### src/design/msb_pkg.sv
// ----------------------------------------------------------------------------
// msb_pkg
// Shared types and constants for the masked sprite blitter.
// ----------------------------------------------------------------------------
package msb_pkg;

    localparam int SCREEN_COLUMNS_DEF = 84;
    localparam int SCREEN_PAGES_DEF   = 6;

    // wide enough for the largest store (256 columns x 32 pages)
    localparam int ADDR_W = 13;

    localparam int CQ_DEPTH = 4;
    localparam int OQ_DEPTH = 4;

    localparam logic [1:0] KIND_BEGIN   = 2'd0;
    localparam logic [1:0] KIND_PAIR    = 2'd1;
    localparam logic [1:0] KIND_HOST_WR = 2'd2;
    localparam logic [1:0] KIND_HOST_RD = 2'd3;

    typedef enum logic [1:0] {
        OP_BLIT    = 2'd0,
        OP_HOST_WR = 2'd1,
        OP_HOST_RD = 2'd2
    } op_t;

    typedef struct packed {
        logic [1:0]        kind;
        logic signed [7:0] x_pos;
        logic signed [7:0] y_pos;
        logic [7:0]        sprite_width;
        logic [7:0]        sprite_height;
        logic              grey_as_white;
        logic [7:0]        layer_one;
        logic [7:0]        layer_two;
        logic [8:0]        store_address;
        logic [7:0]        store_data;
    } item_t;

    typedef struct packed {
        logic [8:0] out_address;
        logic [7:0] out_data;
        logic       is_read;
        logic       last;
    } result_t;

    // one store operation handed from the front to the back
    typedef struct packed {
        op_t               op;
        logic [ADDR_W-1:0] addr;
        logic [8:0]        rep_addr;
        logic [7:0]        clr_mask;
        logic [7:0]        set_mask;
        logic              last;
        logic              oor;
    } cmd_t;

endpackage

### src/design/msb_ram.sv
// ----------------------------------------------------------------------------
// msb_ram
// Generic single-write, single-read RAM with registered read data.
// ----------------------------------------------------------------------------
module msb_ram #(
    parameter int WIDTH = 8,
    parameter int DEPTH = 512
) (
    input  logic                     clk,
    input  logic                     we,
    input  logic [$clog2(DEPTH)-1:0] waddr,
    input  logic [WIDTH-1:0]         wdata,
    input  logic [$clog2(DEPTH)-1:0] raddr,
    output logic [WIDTH-1:0]         rdata
);

    logic [WIDTH-1:0] mem_reg [DEPTH];
    logic [WIDTH-1:0] rdata_reg;

    always_ff @(posedge clk)
    begin
        if (we)
        begin
            mem_reg[waddr] <= wdata;
        end
        rdata_reg <= mem_reg[raddr];
    end

    assign rdata = rdata_reg;

endmodule

### src/design/msb_fifo.sv
// ----------------------------------------------------------------------------
// msb_fifo
// Small register FIFO; the head entry is shown while not empty.
// ----------------------------------------------------------------------------
module msb_fifo #(
    parameter int WIDTH = 8,
    parameter int DEPTH = 4
) (
    input  logic                       clk,
    input  logic                       rst_n,
    input  logic                       push,
    input  logic [WIDTH-1:0]           push_data,
    input  logic                       pop,
    output logic [WIDTH-1:0]           head,
    output logic                       full,
    output logic                       empty,
    output logic [$clog2(DEPTH+1)-1:0] count
);

    localparam int PW = (DEPTH > 1) ? $clog2(DEPTH) : 1;
    localparam int CW = $clog2(DEPTH + 1);

    logic [WIDTH-1:0] mem_reg [DEPTH];
    logic [PW-1:0]    wr_ptr_reg;
    logic [PW-1:0]    rd_ptr_reg;
    logic [CW-1:0]    count_reg;
    logic [PW-1:0]    wr_ptr_next;
    logic [PW-1:0]    rd_ptr_next;
    logic             do_push;
    logic             do_pop;

    assign full    = (count_reg == CW'(DEPTH));
    assign empty   = (count_reg == '0);
    assign count   = count_reg;
    assign head    = mem_reg[rd_ptr_reg];
    assign do_push = push && !full;
    assign do_pop  = pop && !empty;

    assign wr_ptr_next = (wr_ptr_reg == PW'(DEPTH - 1)) ? '0 : wr_ptr_reg + 1'b1;
    assign rd_ptr_next = (rd_ptr_reg == PW'(DEPTH - 1)) ? '0 : rd_ptr_reg + 1'b1;

    always_ff @(posedge clk)
    begin
        if (do_push)
        begin
            mem_reg[wr_ptr_reg] <= push_data;
        end
    end

    always_ff @(posedge clk or negedge rst_n)
    begin
        if (!rst_n)
        begin
            wr_ptr_reg <= '0;
            rd_ptr_reg <= '0;
            count_reg  <= '0;
        end
        else
        begin
            if (do_push)
            begin
                wr_ptr_reg <= wr_ptr_next;
            end
            if (do_pop)
            begin
                rd_ptr_reg <= rd_ptr_next;
            end
            if (do_push && !do_pop)
            begin
                count_reg <= count_reg + 1'b1;
            end
            else if (do_pop && !do_push)
            begin
                count_reg <= count_reg - 1'b1;
            end
        end
    end

endmodule

### src/design/msb_back.sv
// ----------------------------------------------------------------------------
// msb_back
// Store engine: clear sweep, read-modify-write pipeline, result queue.
// ----------------------------------------------------------------------------
module msb_back #(
    parameter int SCREEN_COLUMNS = 84,
    parameter int SCREEN_PAGES   = 6
) (
    input  logic             clk,
    input  logic             rst_n,
    input  logic             cq_empty,
    input  msb_pkg::cmd_t    cq_head,
    output logic             cq_pop,
    output logic             clearing,
    input  logic             pop,
    output logic             empty,
    output msb_pkg::result_t result
);

    import msb_pkg::*;

    localparam int STORE_SIZE = SCREEN_COLUMNS * SCREEN_PAGES;
    localparam int AW         = $clog2(STORE_SIZE);
    localparam int OCW        = $clog2(OQ_DEPTH + 1);

    logic          clearing_reg;
    logic [AW-1:0] clear_cnt_reg;
    logic          b_valid_reg;
    cmd_t          b_cmd_reg;
    logic          fwd_valid_reg;
    logic [AW-1:0] fwd_addr_reg;
    logic [7:0]    fwd_data_reg;

    logic          issue;
    logic [OCW:0]  in_flight;
    logic [OCW-1:0] oq_count;
    logic          oq_full;
    logic [7:0]    rdata;
    logic [7:0]    old_byte;
    logic [7:0]    new_byte;
    logic          b_we;
    logic          ram_we;
    logic [AW-1:0] ram_waddr;
    logic [7:0]    ram_wdata;
    logic          res_push;
    result_t       res_data;
    logic [$bits(result_t)-1:0] oq_head;

    assign clearing  = clearing_reg;
    assign in_flight = {1'b0, oq_count} + {{OCW{1'b0}}, b_valid_reg};
    assign issue     = !clearing_reg && !cq_empty && (in_flight < (OCW + 1)'(OQ_DEPTH));
    assign cq_pop    = issue;

    // latest write is forwarded: the RAM returns the old byte on a same-cycle hit
    assign old_byte = (fwd_valid_reg && (fwd_addr_reg == b_cmd_reg.addr[AW-1:0]))
                      ? fwd_data_reg : rdata;

    always_comb
    begin
        b_we     = 1'b0;
        new_byte = (old_byte & ~b_cmd_reg.clr_mask) | b_cmd_reg.set_mask;
        res_push = 1'b0;
        res_data = '0;
        res_data.out_address = b_cmd_reg.rep_addr;
        if (b_valid_reg)
        begin
            unique case (b_cmd_reg.op)
                OP_BLIT:
                begin
                    b_we              = 1'b1;
                    res_push          = 1'b1;
                    res_data.out_data = new_byte;
                    res_data.last     = b_cmd_reg.last;
                end
                OP_HOST_WR:
                begin
                    b_we     = 1'b1;
                    new_byte = b_cmd_reg.set_mask;
                end
                OP_HOST_RD:
                begin
                    res_push          = 1'b1;
                    res_data.out_data = b_cmd_reg.oor ? 8'h00 : old_byte;
                    res_data.is_read  = 1'b1;
                    res_data.last     = 1'b1;
                end
                default:
                begin
                    b_we = 1'b0;
                end
            endcase
        end
    end

    assign ram_we    = clearing_reg || b_we;
    assign ram_waddr = clearing_reg ? clear_cnt_reg : b_cmd_reg.addr[AW-1:0];
    assign ram_wdata = clearing_reg ? 8'h00 : new_byte;

    msb_ram #(
        .WIDTH (8),
        .DEPTH (STORE_SIZE)
    ) u_store (
        .clk   (clk),
        .we    (ram_we),
        .waddr (ram_waddr),
        .wdata (ram_wdata),
        .raddr (cq_head.addr[AW-1:0]),
        .rdata (rdata)
    );

    msb_fifo #(
        .WIDTH ($bits(result_t)),
        .DEPTH (OQ_DEPTH)
    ) u_oq (
        .clk       (clk),
        .rst_n     (rst_n),
        .push      (res_push),
        .push_data (res_data),
        .pop       (pop),
        .head      (oq_head),
        .full      (oq_full),
        .empty     (empty),
        .count     (oq_count)
    );

    assign result = result_t'(oq_head);

    always_ff @(posedge clk)
    begin
        if (issue)
        begin
            b_cmd_reg <= cq_head;
        end
        if (b_we)
        begin
            fwd_addr_reg <= b_cmd_reg.addr[AW-1:0];
            fwd_data_reg <= new_byte;
        end
    end

    always_ff @(posedge clk or negedge rst_n)
    begin
        if (!rst_n)
        begin
            clearing_reg  <= 1'b1;
            clear_cnt_reg <= '0;
            b_valid_reg   <= 1'b0;
            fwd_valid_reg <= 1'b0;
        end
        else
        begin
            if (clearing_reg)
            begin
                if (clear_cnt_reg == AW'(STORE_SIZE - 1))
                begin
                    clearing_reg <= 1'b0;
                end
                else
                begin
                    clear_cnt_reg <= clear_cnt_reg + 1'b1;
                end
            end
            // credit check keeps the result queue from overflowing
            b_valid_reg <= issue && !oq_full;
            if (b_we)
            begin
                fwd_valid_reg <= 1'b1;
            end
        end
    end

endmodule

### config.mk
export PLATFORM = sky130hd
export DESIGN_NAME = msb_back
export DESIGN_NICKNAME = d
export VERILOG_FILES = /design/src/design/msb_pkg.sv /design/src/design/msb_ram.sv /design/src/design/msb_fifo.sv /design/src/design/msb_back.sv
export SDC_FILE = /design/constraint.sdc
export NUM_CORES = 2
export LEC_CHECK = 0
export BUFFER_PORTS_ARGS = -buffer_cell sky130_fd_sc_hd__buf_2
export CAP_MARGIN = 20
export CORE_ASPECT_RATIO = 0.6
export CORE_MARGIN = 2
export CORE_UTILIZATION = 30
export CTS_BUF_LIST = sky130_fd_sc_hd__clkbuf_2 sky130_fd_sc_hd__clkbuf_4 sky130_fd_sc_hd__clkbuf_8
export DETAILED_ROUTE_END_ITERATION = 10
export PLACE_DENSITY_LB_ADDON = 0.3
export SLEW_MARGIN = 40
export SYNTH_ARGS = -nofsm -noshare
export SYNTH_HDL_FRONTEND = slang
export SYNTH_MEMORY_MAX_BITS = 65536
export SYNTH_SLANG_ARGS = --single-unit
### constraint.sdc
create_clock -name clk -period 20.4 [get_ports clk]
set_input_delay 2.04 -clock clk [delete_from_list [all_inputs] [get_ports clk]]
set_output_delay 2.04 -clock clk [all_outputs]
set_load 0.01 [all_outputs]
==> reports/metrics.csv <==
metric;value;unit
status;complete, no violations;
synth_seq_area_share;76.9;%
grt_use_total;16.5;%
placedCellCount;14600;
vias;82600;
p_sw_share;25.3;%
grt_overflow_total;0;
syn_avg_cell_area;21.5;µm²
cts_resized;0;
hold_viol_final;0;
synth_top_family_by_area;multiplexers;
maxSlewViolCount;0;
grt_pass1_wl;652;mm
numClockSinks;4190;
grt_pass1_vias;81200;
place_congestion;0.798;
clk_latency;1.18;ns
synth-compound-area-share;2.43;%
seqPwrFrac;55.1;%
cp-start-kind;primary input;
async_flop_share;0.453;%
crit_type;in2reg;
r2r_start;b_cmd_reg[35];
yosysUniqueCellTypes;79;
yosys.area_share.simple;2.48;%
post-dp-hpwl;289;mm
switching_power;0.00461;W
drt_iter0_markers;11400;
rsz0062_at_grt;no;
endpoint_kind;flip-flop;
cap_violations;0;
drcViolationCount;0;
max_clock_freq;149;MHz
clock_path_buffers;4;
power;0.0182;W
setup_violations;0;
slew_headroom;36.2;%
yosys.area_share.xor_xnor;0.107;%
antenna_found_initial;39;
die_w;957;µm
combPwrFrac;9.4;%
synthToLayoutAreaGrowth;13.0;%
leakagePower;55.8;nW
hold_slack;0.474;ns
grt_max_degree;189;
yosys_warnings;0;
cp_max_fo;73;
reg2regPathDepth;9;
synth_area_leaders;edfxtp_1 77%, mux4_2 14%, mux2i_1 2.2%, nor2_1 1.3%, o221ai_1 0.69%;
portBuffers;63;
clock_power_share;35.5;%
layout-drive-gt1-share;31.1;%
synth_common_cells;4,163 x edfxtp_1, 997 x mux4_2, 574 x nor2_1;
p_per_area;98.6;mW/mm²
fp.dieH;576;µm
period_share;32.8;%
tritoncts;yes;
ir_drop;0.0659;mV
root_buffer;clkbuf_8;
hold_depth;1;
crit_required;21.46;ns
detail-route-antenna-nets;0;
postPlaceCellArea;0.172;mm²
synthCells;7611;
fin_crit;6.69;ns
final_nets;8053;
viasPerCell;5.29;
fin_cells;15600;
largest_register_ffs;4032;
dr.pass1.iters;5;
dieArea;0.551;mm²
htree_levels;6;
setup_tns;0;ns
synth_fa_ha_area_share;0.0659;%
synth_top_cell_by_area;edfxtp_1;
min_from;fwd_valid_reg;
yosys.cell_count.top_type;edfxtp_1;
core.rowCount;209;
hold_path_class;reg2reg;
muxShareOfSynthArea;16.2;%
syn_area;0.163;mm²
io-pin-count;68;
postCtsHoldBufs;0;
core;0.541;mm²
post-cts-setup-buffers;0;
synth-main-ff-cell;edfxtp_1;
synth_top_area_share;76.5;%
holdPathEnd;fwd_valid_reg;
worstMarginPinSlew;0.943;ns
r2r_slack;15.03;ns
synth_nets;7665;
path_clk_slew;0.07;ns
start_util;30.2;%
synth_edf_count;4163;
timing.rr.end;u_store.mem_reg[280][7];
cts_inserted_buffers;576;
fin_area;0.185;mm²
wl_per_cell;30.2;µm
ys_ff_latch;4190;
drt-total-wl;472;mm
internal-power;0.0136;W
clock_skew;0.0586;ns
worstPathArrival;7.75;ns
-- how the worst max path moves through the flow --
stage	cells after the start	endpoint	start	slack, ns
after CTS	11	u_store.rdata[2]	cq_head[27]	13.47
after global routing	11	u_store.rdata[2]	cq_head[27]	13.45
after floorplan	6	u_store.mem_reg[0][6]	b_cmd_reg[29]	3.75
final	11	u_store.rdata[2]	cq_head[27]	13.71
after detailed placement	11	u_store.rdata[2]	cq_head[27]	12.23
after global placement	11	u_store.rdata[2]	cq_head[27]	12.19
-- worst max-delay path, stage by stage --
cell	delay, ns
buf_12	0.45
buf_4	0.67
buf_6	0.56
buf_4	0.63
buf_4	0.52
mux4_2	0.61
mux4_2	0.52
and2_1	0.18
a211oi_1	0.68
o41ai_2	0.36
a41o_1	0.29
-- placed cells by master (no fill, tap or decap), types with 15 or more instances in the layout --
master / netlist / layout
mux4_2: 997 / 997
o221ai_1: 128 / 128
clkinv_2: 0 / 52
nor2_1: 574 / 236
nor2b_1: 29 / 15
a211oi_1: 19 / 18
nand2_4: 0 / 17
nand4_1: 15 / 15
buf_4: 41 / 139
nor2_2: 0 / 336
clkbuf_8: 0 / 600
nand2_2: 0 / 24
nor3_1: 54 / 49
and2_1: 21 / 16
a31oi_1: 19 / 19
nand2_1: 162 / 121
clkinv_1: 3 / 132
a21oi_1: 100 / 100
clkbuf_4: 0 / 181
o22ai_1: 77 / 76
dfrtp_1: 18 / 17
buf_6: 82 / 35
inv_1: 20 / 19
edfxtp_1: 4163 / 4163
mux2_2: 26 / 26
xnor2_1: 15 / 15
nand3_1: 32 / 31
buf_12: 4 / 25
a22oi_1: 30 / 30
buf_16: 0 / 17
buf_2: 79 / 56
mux2i_1: 364 / 364
o21ai_0: 57 / 49
-- power groups by stage --
stage	clock network, W	logic, W	registers (W)
finish	0.00646	0.00171	0.0100
global route	0.00693	0.00180	0.0100
CTS	0.00657	0.00167	0.0100
detailed placement	0	0.00167	0.0102
global placement	0	0.00158	0.0102
floorplan	0	0.000864	0.0106
-- kinds of logic after synthesis --
logic type,Yosys count
simple gates,954
fa+ha+maj,8
compound gates,560
mux,1387
flops,4190
xor+xnor,20
buf+inv,492
-- cell type report --
| class | instances | area (µm²) |
|---|---|---|
| Multi-Input combinational cell | 2929 | 36000 |
| Tap cell | 7174 | 8980 |
| Antenna cell | 7 | 17.5 |
| Fill cell | 50300 | 357000 |
| Sequential cell | 4190 | 126000 |
| Timing Repair Buffer | 279 | 2780 |
| Clock buffer | 780 | 9610 |
| Inverter | 23 | 98.8 |
| Clock inverter | 235 | 1420 |
-- metal layers --
metal / global-route usage (%) / up-vias / wire (µm)
met2: 23.2 / 4225 / 198000
met1: 25.9 / 45000 / 217000
met4: 3.06 / 6 / 8100
li1: - / 32700 / -
met5: 0 / - / 37
met3: 4.21 / 604 / 48800
-- stage by stage --
step	setup slack, ns	utilization [%]
after floorplan	3.75	-
after global placement	12.19	31.7
after detailed placement	12.23	31.9
after CTS	13.47	33.9
after global routing	13.45	34.1
final	13.71	34.1
Power figures use the tool's default switching activity.
