<file path="config.mk">
export PLATFORM = sky130hd
export DESIGN_NAME = msb_fifo
export DESIGN_NICKNAME = d
export VERILOG_FILES = /design/src/design/msb_fifo.sv
export SDC_FILE = /design/constraint.sdc
export NUM_CORES = 1
export LEC_CHECK = 0
export BUFFER_PORTS_ARGS = -buffer_cell sky130_fd_sc_hd__buf_2
export CAP_MARGIN = 20
export CELL_PAD_IN_SITES_DETAIL_PLACEMENT = 1
export CELL_PAD_IN_SITES_GLOBAL_PLACEMENT = 2
export CORE_MARGIN = 5
export CORE_UTILIZATION = 44
export CTS_BUF_LIST = sky130_fd_sc_hd__clkbuf_8
export DETAILED_ROUTE_END_ITERATION = 12
export GPL_ROUTABILITY_DRIVEN = 1
export PLACE_DENSITY_LB_ADDON = 0.1
export SYNTH_ARGS = -nofsm -noshare
export SYNTH_HDL_FRONTEND = slang
export SYNTH_SLANG_ARGS = --single-unit
</file>
<file path="constraint.sdc">
create_clock -name clk -period 2.2 [get_ports clk]
set_input_delay 0.44 -clock clk [delete_from_list [all_inputs] [get_ports clk]]
set_output_delay 0.44 -clock clk [all_outputs]
set_load 0.05 [all_outputs]
</file>
<file path="src/design/msb_fifo.sv">
// ----------------------------------------------------------------------------
// msb_fifo
// Small register FIFO; the head entry is shown while not empty.
// ----------------------------------------------------------------------------
module msb_fifo #(
    parameter int WIDTH = 8,
    parameter int DEPTH = 4
) (
    input  logic                       clk,
    input  logic                       rst_n,
    input  logic                       push,
    input  logic [WIDTH-1:0]           push_data,
    input  logic                       pop,
    output logic [WIDTH-1:0]           head,
    output logic                       full,
    output logic                       empty,
    output logic [$clog2(DEPTH+1)-1:0] count
);

    localparam int PW = (DEPTH > 1) ? $clog2(DEPTH) : 1;
    localparam int CW = $clog2(DEPTH + 1);

    logic [WIDTH-1:0] mem_reg [DEPTH];
    logic [PW-1:0]    wr_ptr_reg;
    logic [PW-1:0]    rd_ptr_reg;
    logic [CW-1:0]    count_reg;
    logic [PW-1:0]    wr_ptr_next;
    logic [PW-1:0]    rd_ptr_next;
    logic             do_push;
    logic             do_pop;

    assign full    = (count_reg == CW'(DEPTH));
    assign empty   = (count_reg == '0);
    assign count   = count_reg;
    assign head    = mem_reg[rd_ptr_reg];
    assign do_push = push && !full;
    assign do_pop  = pop && !empty;

    assign wr_ptr_next = (wr_ptr_reg == PW'(DEPTH - 1)) ? '0 : wr_ptr_reg + 1'b1;
    assign rd_ptr_next = (rd_ptr_reg == PW'(DEPTH - 1)) ? '0 : rd_ptr_reg + 1'b1;

    always_ff @(posedge clk)
    begin
        if (do_push)
        begin
            mem_reg[wr_ptr_reg] <= push_data;
        end
    end

    always_ff @(posedge clk or negedge rst_n)
    begin
        if (!rst_n)
        begin
            wr_ptr_reg <= '0;
            rd_ptr_reg <= '0;
            count_reg  <= '0;
        end
        else
        begin
            if (do_push)
            begin
                wr_ptr_reg <= wr_ptr_next;
            end
            if (do_pop)
            begin
                rd_ptr_reg <= rd_ptr_next;
            end
            if (do_push && !do_pop)
            begin
                count_reg <= count_reg + 1'b1;
            end
            else if (do_pop && !do_push)
            begin
                count_reg <= count_reg - 1'b1;
            end
        end
    end

endmodule

</file>
==> impl_metrics.tcl, run 1 <==
set metrics [dict create \
    timing.hold.worst.class "in -> reg" \
    post_drt_wl_per_cell_um 16.8 \
    timing.final.max_slew_violations 0 \
    unrepaired_setup_endpoints_after_global_routing "false" \
    asyncSetResetFlopFracSynth_pct 17.9 \
    clock_tree_from_tritoncts "yes" \
    via_count 785 \
    grt_overflow_total 0 \
    finalSetupViolCount 0 \
    post-synth-top-count-cell "edfxtp_1" \
    synth_top_flop_cell "edfxtp_1" \
    area_growth_pct 17.7 \
    effective_utilization_at_floorplan_pct 44.9 \
    tightestPinTransition_ns 0.427 \
    number_of_global_route_vias_before_repair 904 \
    total_number_of_clock_tree_sinks 39 \
    placer_s_final_routability_congestion_estimate 0.710 \
    cts-root-to-sink-buffers 2 \
    critical_path_class "reg -> out" \
    synth-edff-count 32 \
    fin_skew_ns 0.00476 \
    drt_drc_violations_left 0 \
    sequential_share_of_the_synthesized_area_pct 70.1 \
    grt_first_pass_wirelength_um 4470 \
    synth_cells 79 \
    die_height_um 70.7 \
    synth_top_area_share_pct 59.3 \
    antenna_cells_inserted 0 \
    most_used_standard_cells_in_the_synthesized_netlist "edfxtp_1 (32), mux4_2 (8), dfrtp_1 (7)" \
    gr-usage-all-layers_pct 12.0 \
    grt_max_degree 12 \
    dieArea_um2 5000 \
    core_area_um2 3610 \
    nets 128 \
    fin_crit_period_ns 2.08 \
    netlist-cell-type-count 19 \
    clock_tree.htree_level_count 2 \
    length_in_cells_of_the_worst_reg_to_reg_path 8 \
    multi_input_comb_area_um2 477 \
    syn_area_per_cell_um2 20.5 \
    drive_above_1_share_pct 51.8 \
    synth_warnings 0 \
    tritoncts.num_buffers 5 \
    die_x_um 70.7 \
    cp_max_fo 11 \
    post-route-period-util_pct 94.5 \
    pin_count 25 \
    final.setup.tns_ns 0 \
    cts_root_buffer "clkbuf_8" \
    cell_taking_the_most_area_after_synthesis "edfxtp_1" \
    path_clk_slew_ns 0.07 \
    syn-cell-area_um2 1620 \
    slew-limit-headroom_pct 71.5 \
    place_inst 149 \
    grt_antenna_before_repair 0 \
    flip_flop_count_of_the_largest_register_after_layout 32 \
    run_status "complete, no violations" \
    port_buffers 24 \
    timing.hold.worst_path_depth 1 \
    number_of_drc_markers_in_iteration_0 21 \
    sequential_cell_area_um2 1140 \
    standard_cell_rows 22 \
    timing.critical_path.to_type "primary output" \
    ys_top_cells_by_area "edfxtp_1 (59%), mux4_2 (11%), dfrtp_1 (11%)" \
    insertion_delay_ns 0.28 \
    hpwlAfterDp_um 1940 \
    dr.pass1.iters 3 \
    reg2reg_slack_ns 0.34 \
    synth.ff_latch_count 39 \
    max_capacitance_violation_total 0 \
    route.final.wire_length_um 2650 \
    ant_nets 0 \
    num-fill-cells 346 \
    syn-num-nets 98 \
    clock.fmax_mhz 481 \
    layoutNonFillerInstCount 158 \
    cp-start-kind "register" \
    data_required_time_at_the_worst_endpoint_ns 1.76 \
    final_number_of_hold_violating_endpoints 0 \
    routed_via_density 4.97 \
    arrival_time_of_data_at_the_critical_path_endpoint_ns 1.64 \
]
==> path summary, 6_finish.rpt <==
kind | from | end
hold / removal | push_data[2] | mem_reg[1][2]
setup reg to reg | count[1] | count[2]
min in group asynchronous | rst_n | rd_ptr_reg[1]
max in group asynchronous | rst_n | rd_ptr_reg[0]
hold reg to reg | count[2] | count[2]
setup / recovery | rd_ptr_reg[0] | head[0]
==> critical path: stages, from the launching register on <==
cell and delay, ns:
dfrtp_2 0.57, mux4_2 0.56, buf_2 0.23
==> cells in the final DEF (no fill, tap or decap), types with 2 or more instances in the layout <==
cell and n:
clkbuf_8 5, buf_2 24, dfrtp_1 3, edfxtp_1 32, mux2_4 2, inv_1 5
nor2_1 3, mux2_2 3, ha_1 5, xor2_1 2, and2_2 4, dfrtp_2 4
mux4_2 8
==> final cells by class <==
cell class                      instances  area share [%]
Sequential cell                        39            59.8
Inverter                                3           0.591
Multi-Input combinational cell         34            25.0
Clock inverter                          3           0.591
Timing Repair Buffer                   26            7.22
Tap cell                               48            3.15
Clock buffer                            5            3.61
==> cell families after synthesis <==
kind of cell             share of synthesized area (%)
multiplexers                                      15.1
AND/OR/NAND/NOR                                   5.41
XOR/XNOR                                          1.62
buffers and inverters                             1.93
flip-flops                                        70.1
adder cells (fa/ha/maj)                           5.87
==> metrics by stage <==
stage | hold WS (ns) | setup WS [ns] | cell area [µm²] | util [%]
after floorplan | 0.144 | -0.139 | 1650 | -
after global placement | 0.284 | 0.229 | 1820 | 50.3
after detailed placement | 0.289 | 0.189 | 1820 | 50.3
after CTS | 0.360 | 0.0911 | 1910 | 52.9
after global routing | 0.360 | 0.0498 | 1910 | 52.9
final | 0.371 | 0.122 | 1910 | 52.9
==> what timing repair did <==
item,in CTS,in global routing
hold buffers,1,0
setup buffers,0,0
resized for setup,1,0
endpoints found under the setup margin,8,0
endpoints found under the hold margin,7,0
==> layer usage <==
metal  part of all wire [%]  vias to the layer above  routed length, µm  track usage [%]
li1                       -                      360                  -                -
met1                     40                      402               1050             13.1
met2                     54                       18               1420             21.3
met3                    5.4                        5                143             4.26
met4                    1.4                        0                 37             4.38
met5                      0                        -                  0                0
Power of run 1 is not shown: default switching activity piles up to over one toggle a cycle in this logic, so the estimate is an artifact.
==> run 2: changes to the inputs <==
--- a/config.mk
+++ b/config.mk
@@ -14,7 +14,7 @@
 export CTS_BUF_LIST = sky130_fd_sc_hd__clkbuf_8
 export DETAILED_ROUTE_END_ITERATION = 12
 export GPL_ROUTABILITY_DRIVEN = 1
-export PLACE_DENSITY_LB_ADDON = 0.1
+export PLACE_DENSITY = 0.86
 export SYNTH_ARGS = -nofsm -noshare
 export SYNTH_HDL_FRONTEND = slang
 export SYNTH_SLANG_ARGS = --single-unit
==> constraint.sdc (replaced) <==
create_clock -name clk -period 2 [get_ports clk]
set_input_delay 0.4 -clock clk [delete_from_list [all_inputs] [get_ports clk]]
set_output_delay 0.4 -clock clk [all_outputs]
set_load 0.05 [all_outputs]
==> impl_metrics.tcl, run 2 (synthesis gave the netlist of run 1 again) <==
set metrics [dict create \
    fin_skew_ns 0.00620 \
    grt_antenna_before_repair 0 \
    drive_above_1_share_pct 56.4 \
    vdd.ir_drop.worst_mv 0.843 \
    finalSetupViolCount 0 \
    total_power_mw 3.66 \
    ant_nets 0 \
    mostFrequentLayoutCell "edfxtp_1" \
    grt_first_pass_wirelength_um 4550 \
    timing.hold.worst.class "in -> reg" \
    data_required_time_at_the_worst_endpoint_ns 1.60 \
    tightestPinTransition_ns 0.443 \
    final.hold.worst_slack_ns 0.327 \
    placer_s_final_routability_congestion_estimate 0.691 \
    fin_crit_period_ns 1.93 \
    area_growth_pct 25.4 \
    flip_flop_count_of_the_largest_register_after_layout 32 \
    timing.critical_path.to_type "primary output" \
    post_drt_wl_per_cell_um 17.4 \
    crit_path_start "rd_ptr_reg[0]" \
    drt_drc_violations_left 0 \
    route.final.wire_length_um 2870 \
    effective_utilization_at_floorplan_pct 44.9 \
    core_area_um2 3610 \
    grt_max_degree 13 \
    timing.final.max_slew_violations 0 \
    run_status "complete, no violations" \
    via_count 824 \
    clock_tree_from_tritoncts "yes" \
    hpwlAfterDp_um 2040 \
    slew-limit-headroom_pct 70.4 \
    tritoncts.num_buffers 5 \
    dr.pass1.iters 4 \
    routed_via_density 4.99 \
    standard_cell_rows 22 \
    cts_root_buffer "clkbuf_8" \
    insertion_delay_ns 0.28 \
    die_x_um 70.7 \
    post-route-period-util_pct 96.3 \
    cp_max_fo 5 \
    unrepaired_setup_endpoints_after_global_routing "true" \
    layout.cells.most_common_list "edfxtp_1 (32), buf_2 (18), buf_4 (13)" \
    pin_count 25 \
    static-leakage-power_nw 0.786 \
    max_capacitance_violation_total 0 \
    port_buffers 24 \
    holdCritStartpoint "push_data[7]" \
    number_of_global_route_vias_before_repair 917 \
    total_number_of_clock_tree_sinks 39 \
    critical_path_class "reg -> out" \
    nets 135 \
    num-fill-cells 335 \
    rr_startpoint "count[2]" \
    die_height_um 70.7 \
    cts-root-to-sink-buffers 2 \
    number_of_drc_markers_in_iteration_0 35 \
    dieArea_um2 5000 \
    clock.fmax_mhz 519 \
    antenna_cells_inserted 0 \
    arrival_time_of_data_at_the_critical_path_endpoint_ns 1.53 \
    cp-start-kind "register" \
    multi_input_comb_area_um2 482 \
    grt_overflow_total 0 \
    final_number_of_hold_violating_endpoints 0 \
    pwr_cell_area_nw_per_um2 1800 \
    path_clk_slew_ns 0.07 \
    clock_tree.htree_level_count 2 \
    sequential_cell_area_um2 1140 \
    gr-usage-all-layers_pct 12.2 \
]
## run 2: cell types whose count changed in the layout (fill, tap and decap cells not counted)
cell | previous run | this run
clkbuf_4 | 0 | 1
buf_4 | 1 | 13
nor2b_4 | 0 | 1
bufinv_16 | 0 | 2
inv_1 | 5 | 3
buf_2 | 24 | 18
nor2b_2 | 1 | 0
## run 2: path summary, 6_finish.rpt
path,endpoint,slack [ns],depth (start not counted)
worst max-delay path,head[5],0.07,3
worst min-delay path,mem_reg[0][7],0.33,1
worst max register to register,count[2],0.13,8
worst min register to register,count[2],0.53,1
max in group asynchronous,rd_ptr_reg[0],1.34,2
min in group asynchronous,count[2],0.47,2
## run 2: cell type report
class | count | share of cell area [%]
Tap cell | 48 | 2.96
Sequential cell | 39 | 56.2
Clock buffer | 5 | 3.39
Clock inverter | 3 | 3.14
Multi-Input combinational cell | 34 | 23.7
Inverter | 3 | 0.554
Timing Repair Buffer | 33 | 10.1
## run 2: stage by stage
| stage | utilization, % | instances | setup TNS (ns) | area, µm² | setup WS, ns |
|---|---|---|---|---|---|
| after detailed placement | 50.6 | 150 | 0 | 1820 | 0.0836 |
| after floorplan | - | 79 | -0.663 | 1650 | -0.339 |
| final | 56.3 | 165 | 0 | 2030 | 0.0736 |
| after global routing | 56.3 | 165 | -0.0291 | 2030 | -0.00946 |
| after global placement | 50.6 | 150 | 0 | 1820 | 0.108 |
| after CTS | 54.9 | 161 | 0 | 1980 | 0.0300 |
## run 2: what timing repair did
item	CTS	global route
hold buffers	1	0
pin swaps	0	2
setup buffers	2	4
setup endpoints to repair	8	9
resized for setup	1	14
endpoints found under the hold margin	7	0
## run 2: power by group
part           total (mW)  switching [mW]  internal, mW
Clock               0.750           0.257         0.493
Combinational        1.64           0.978         0.659
Sequential           1.27           0.163          1.11
## run 2: metal layers
metal	share of wire, %	GRT usage (%)
met1	38	13.1
met2	58	22.6
met3	3.9	4.40
met4	0	3.13
met5	0	0
## run 2: critical path, cell delays in order, from the launching register on
cell,delay [ns]
dfrtp_2,0.35
buf_4,0.17
mux4_2,0.52
buf_4,0.21
Note: power is estimated with default switching activity, not from simulation.
==> run 3: changes to the inputs <==
--- a/config.mk
+++ b/config.mk
@@ -9,7 +9,6 @@
 export CAP_MARGIN = 20
 export CELL_PAD_IN_SITES_DETAIL_PLACEMENT = 1
 export CELL_PAD_IN_SITES_GLOBAL_PLACEMENT = 2
-export CORE_MARGIN = 5
 export CORE_UTILIZATION = 44
 export CTS_BUF_LIST = sky130_fd_sc_hd__clkbuf_8
 export DETAILED_ROUTE_END_ITERATION = 12
==> impl_metrics.tcl, run 3 (synthesis gave the netlist of run 1 again) <==
set metrics [dict create \
    gr-usage-all-layers_pct 16.5 \
    timing.hold.worst_path_depth 1 \
    nets 133 \
    route.final.wire_length_um 2870 \
    max_capacitance_violation_total 0 \
    final_critical_path_setup_slack_ns 0.0401 \
    total_power_mw 3.65 \
    worstReg2RegEnd "count[2]" \
    arrival_time_of_data_at_the_critical_path_endpoint_ns 1.56 \
    finalSetupViolCount 0 \
    unrepaired_setup_endpoints_after_global_routing "true" \
    number_of_drc_markers_in_iteration_0 40 \
    dieArea_um2 3930 \
    timing.critical_path.to_type "primary output" \
    insertion_delay_ns 0.29 \
    worst-path-buf-inv 2 \
    finalCoreUtilization_pct 59.1 \
    total_number_of_clock_tree_sinks 39 \
    standard_cell_rows 21 \
    via_count 792 \
    clock_tree_from_tritoncts "yes" \
    grt_first_pass_wirelength_um 4500 \
    place_inst 149 \
    timing.hold.worst.class "in -> reg" \
    clock.fmax_mhz 510 \
    cts_root_buffer "clkbuf_8" \
    number_of_global_route_vias_before_repair 872 \
    fin_crit_period_ns 1.96 \
    reg2reg_slack_ns 0.12 \
    static-leakage-power_nw 0.778 \
    timing.final.max_slew_violations 0 \
    fin_skew_ns 0.00514 \
    crit_slowest_cell "mux4_2" \
    run_status "complete, no violations" \
    slew-limit-headroom_pct 70.7 \
    length_in_cells_of_the_worst_reg_to_reg_path 8 \
    grt_antenna_before_repair 0 \
    drt_drc_violations_left 0 \
    data_required_time_at_the_worst_endpoint_ns 1.60 \
    tightestPinTransition_ns 0.440 \
    layout.cells.most_common_list "edfxtp_1 (32), buf_2 (16), mux4_2 (8)" \
    routed_via_density 4.92 \
    die_height_um 62.7 \
    critPathMaxStageDelay_ns 0.52 \
    dr.pass1.iters 2 \
    holdCritStartpoint "push_data[1]" \
    area_growth_pct 25.6 \
    ant_nets 0 \
    grtUsageMet3_pct 4.93 \
    sequential_cell_area_um2 1140 \
    antenna_cells_inserted 0 \
    tritoncts.num_buffers 5 \
    grt_max_degree 13 \
    place_ws_ns 0.123 \
    pwr_cell_area_nw_per_um2 1800 \
    drive_above_1_share_pct 55.7 \
    rr_startpoint "count[0]" \
    gr-usage-met2_pct 27.0 \
    hpwlAfterDp_um 1960 \
    final_number_of_hold_violating_endpoints 0 \
    flip_flop_count_of_the_largest_register_after_layout 32 \
    crit_family "multiplexers" \
    clock_tree.htree_level_count 2 \
    cp_max_fo 8 \
    grt_overflow_total 0 \
    hold_path_end "mem_reg[2][1]" \
    grt.busiest_layer "met2" \
    port_buffers 24 \
    pin_count 25 \
    global_route.usage.met1_pct 19.7 \
    multi_input_comb_area_um2 484 \
    layoutNonFillerInstCount 161 \
    cp-start-kind "register" \
    post_drt_wl_per_cell_um 17.8 \
    post-route-period-util_pct 98.0 \
    die_x_um 62.7 \
    mostFrequentLayoutCell "edfxtp_1" \
    placer_s_final_routability_congestion_estimate 0.739 \
    critical_path_class "reg -> out" \
    path_clk_slew_ns 0.07 \
    vdd.ir_drop.worst_mv 0.685 \
    crit_chain "buf_12, mux4_2, buf_6" \
    core_area_um2 3440 \
    num-fill-cells 312 \
    effective_utilization_at_floorplan_pct 47.1 \
    cts-root-to-sink-buffers 2 \
]
run 3: cell types whose count changed in the layout (fill, tap and decap cells not counted), sizes merged:
cell | previous run | this run
clkinv | 0 | 2
buf | 31 | 30
bufinv | 2 | 1
clkbuf | 6 | 5
inv | 4 | 3
run 3: what timing repair did:
action                                 4_1_cts  5_1_grt
hold buffers                                 1        0
gates resized for setup                      2       21
endpoints found under the hold margin        7        0
pin swaps                                    0        3
setup buffers                                0        3
setup endpoints to repair                    2        9
run 3: how the worst max path moves through the flow:
stage	end	depth (start not counted)	startpoint
5_1_grt	head[3]	3	rd_ptr_reg[0]
6_report	head[3]	3	rd_ptr_reg[0]
3_3_place_gp	count[2]	8	count[2]
3_5_place_dp	count[2]	8	count[1]
2_1_floorplan	count[1]	7	count[2]
4_1_cts	head[7]	3	rd_ptr_reg[0]
run 3: layout make-up:
type / count / area share, %
clock buffer: 5 / 3.38
clock inverter: 3 / 1.91
inverter: 3 / 0.554
multi-input combinational: 34 / 23.8
sequential: 39 / 56.0
tap: 46 / 2.83
timing repair buffer: 31 / 11.5
run 3: power breakdown:
part           leakage (nW)  switching [mW]  internal, mW
clock                0.0556           0.267         0.365
sequential            0.372           0.175          1.11
combinational         0.350           0.995         0.746
total                 0.778            1.44          2.22
run 3: per-stage QoR:
| stage | setup TNS [ns] | cell area [µm²] | hold WS, ns |
|---|---|---|---|
| final | 0 | 2030 | 0.315 |
| after global routing | -0.0181 | 2030 | 0.313 |
| after CTS | -0.00762 | 1960 | 0.308 |
| after detailed placement | 0 | 1840 | 0.250 |
| after global placement | 0 | 1840 | 0.248 |
| after floorplan | -0.663 | 1650 | 0.104 |
run 3: metal layers:
metal / vias to the layer above / part of all wire [%]
met5: - / 0
met4: 0 / 1.7
met3: 5 / 2.6
met2: 13 / 54
met1: 405 / 42
li1: 369 / -
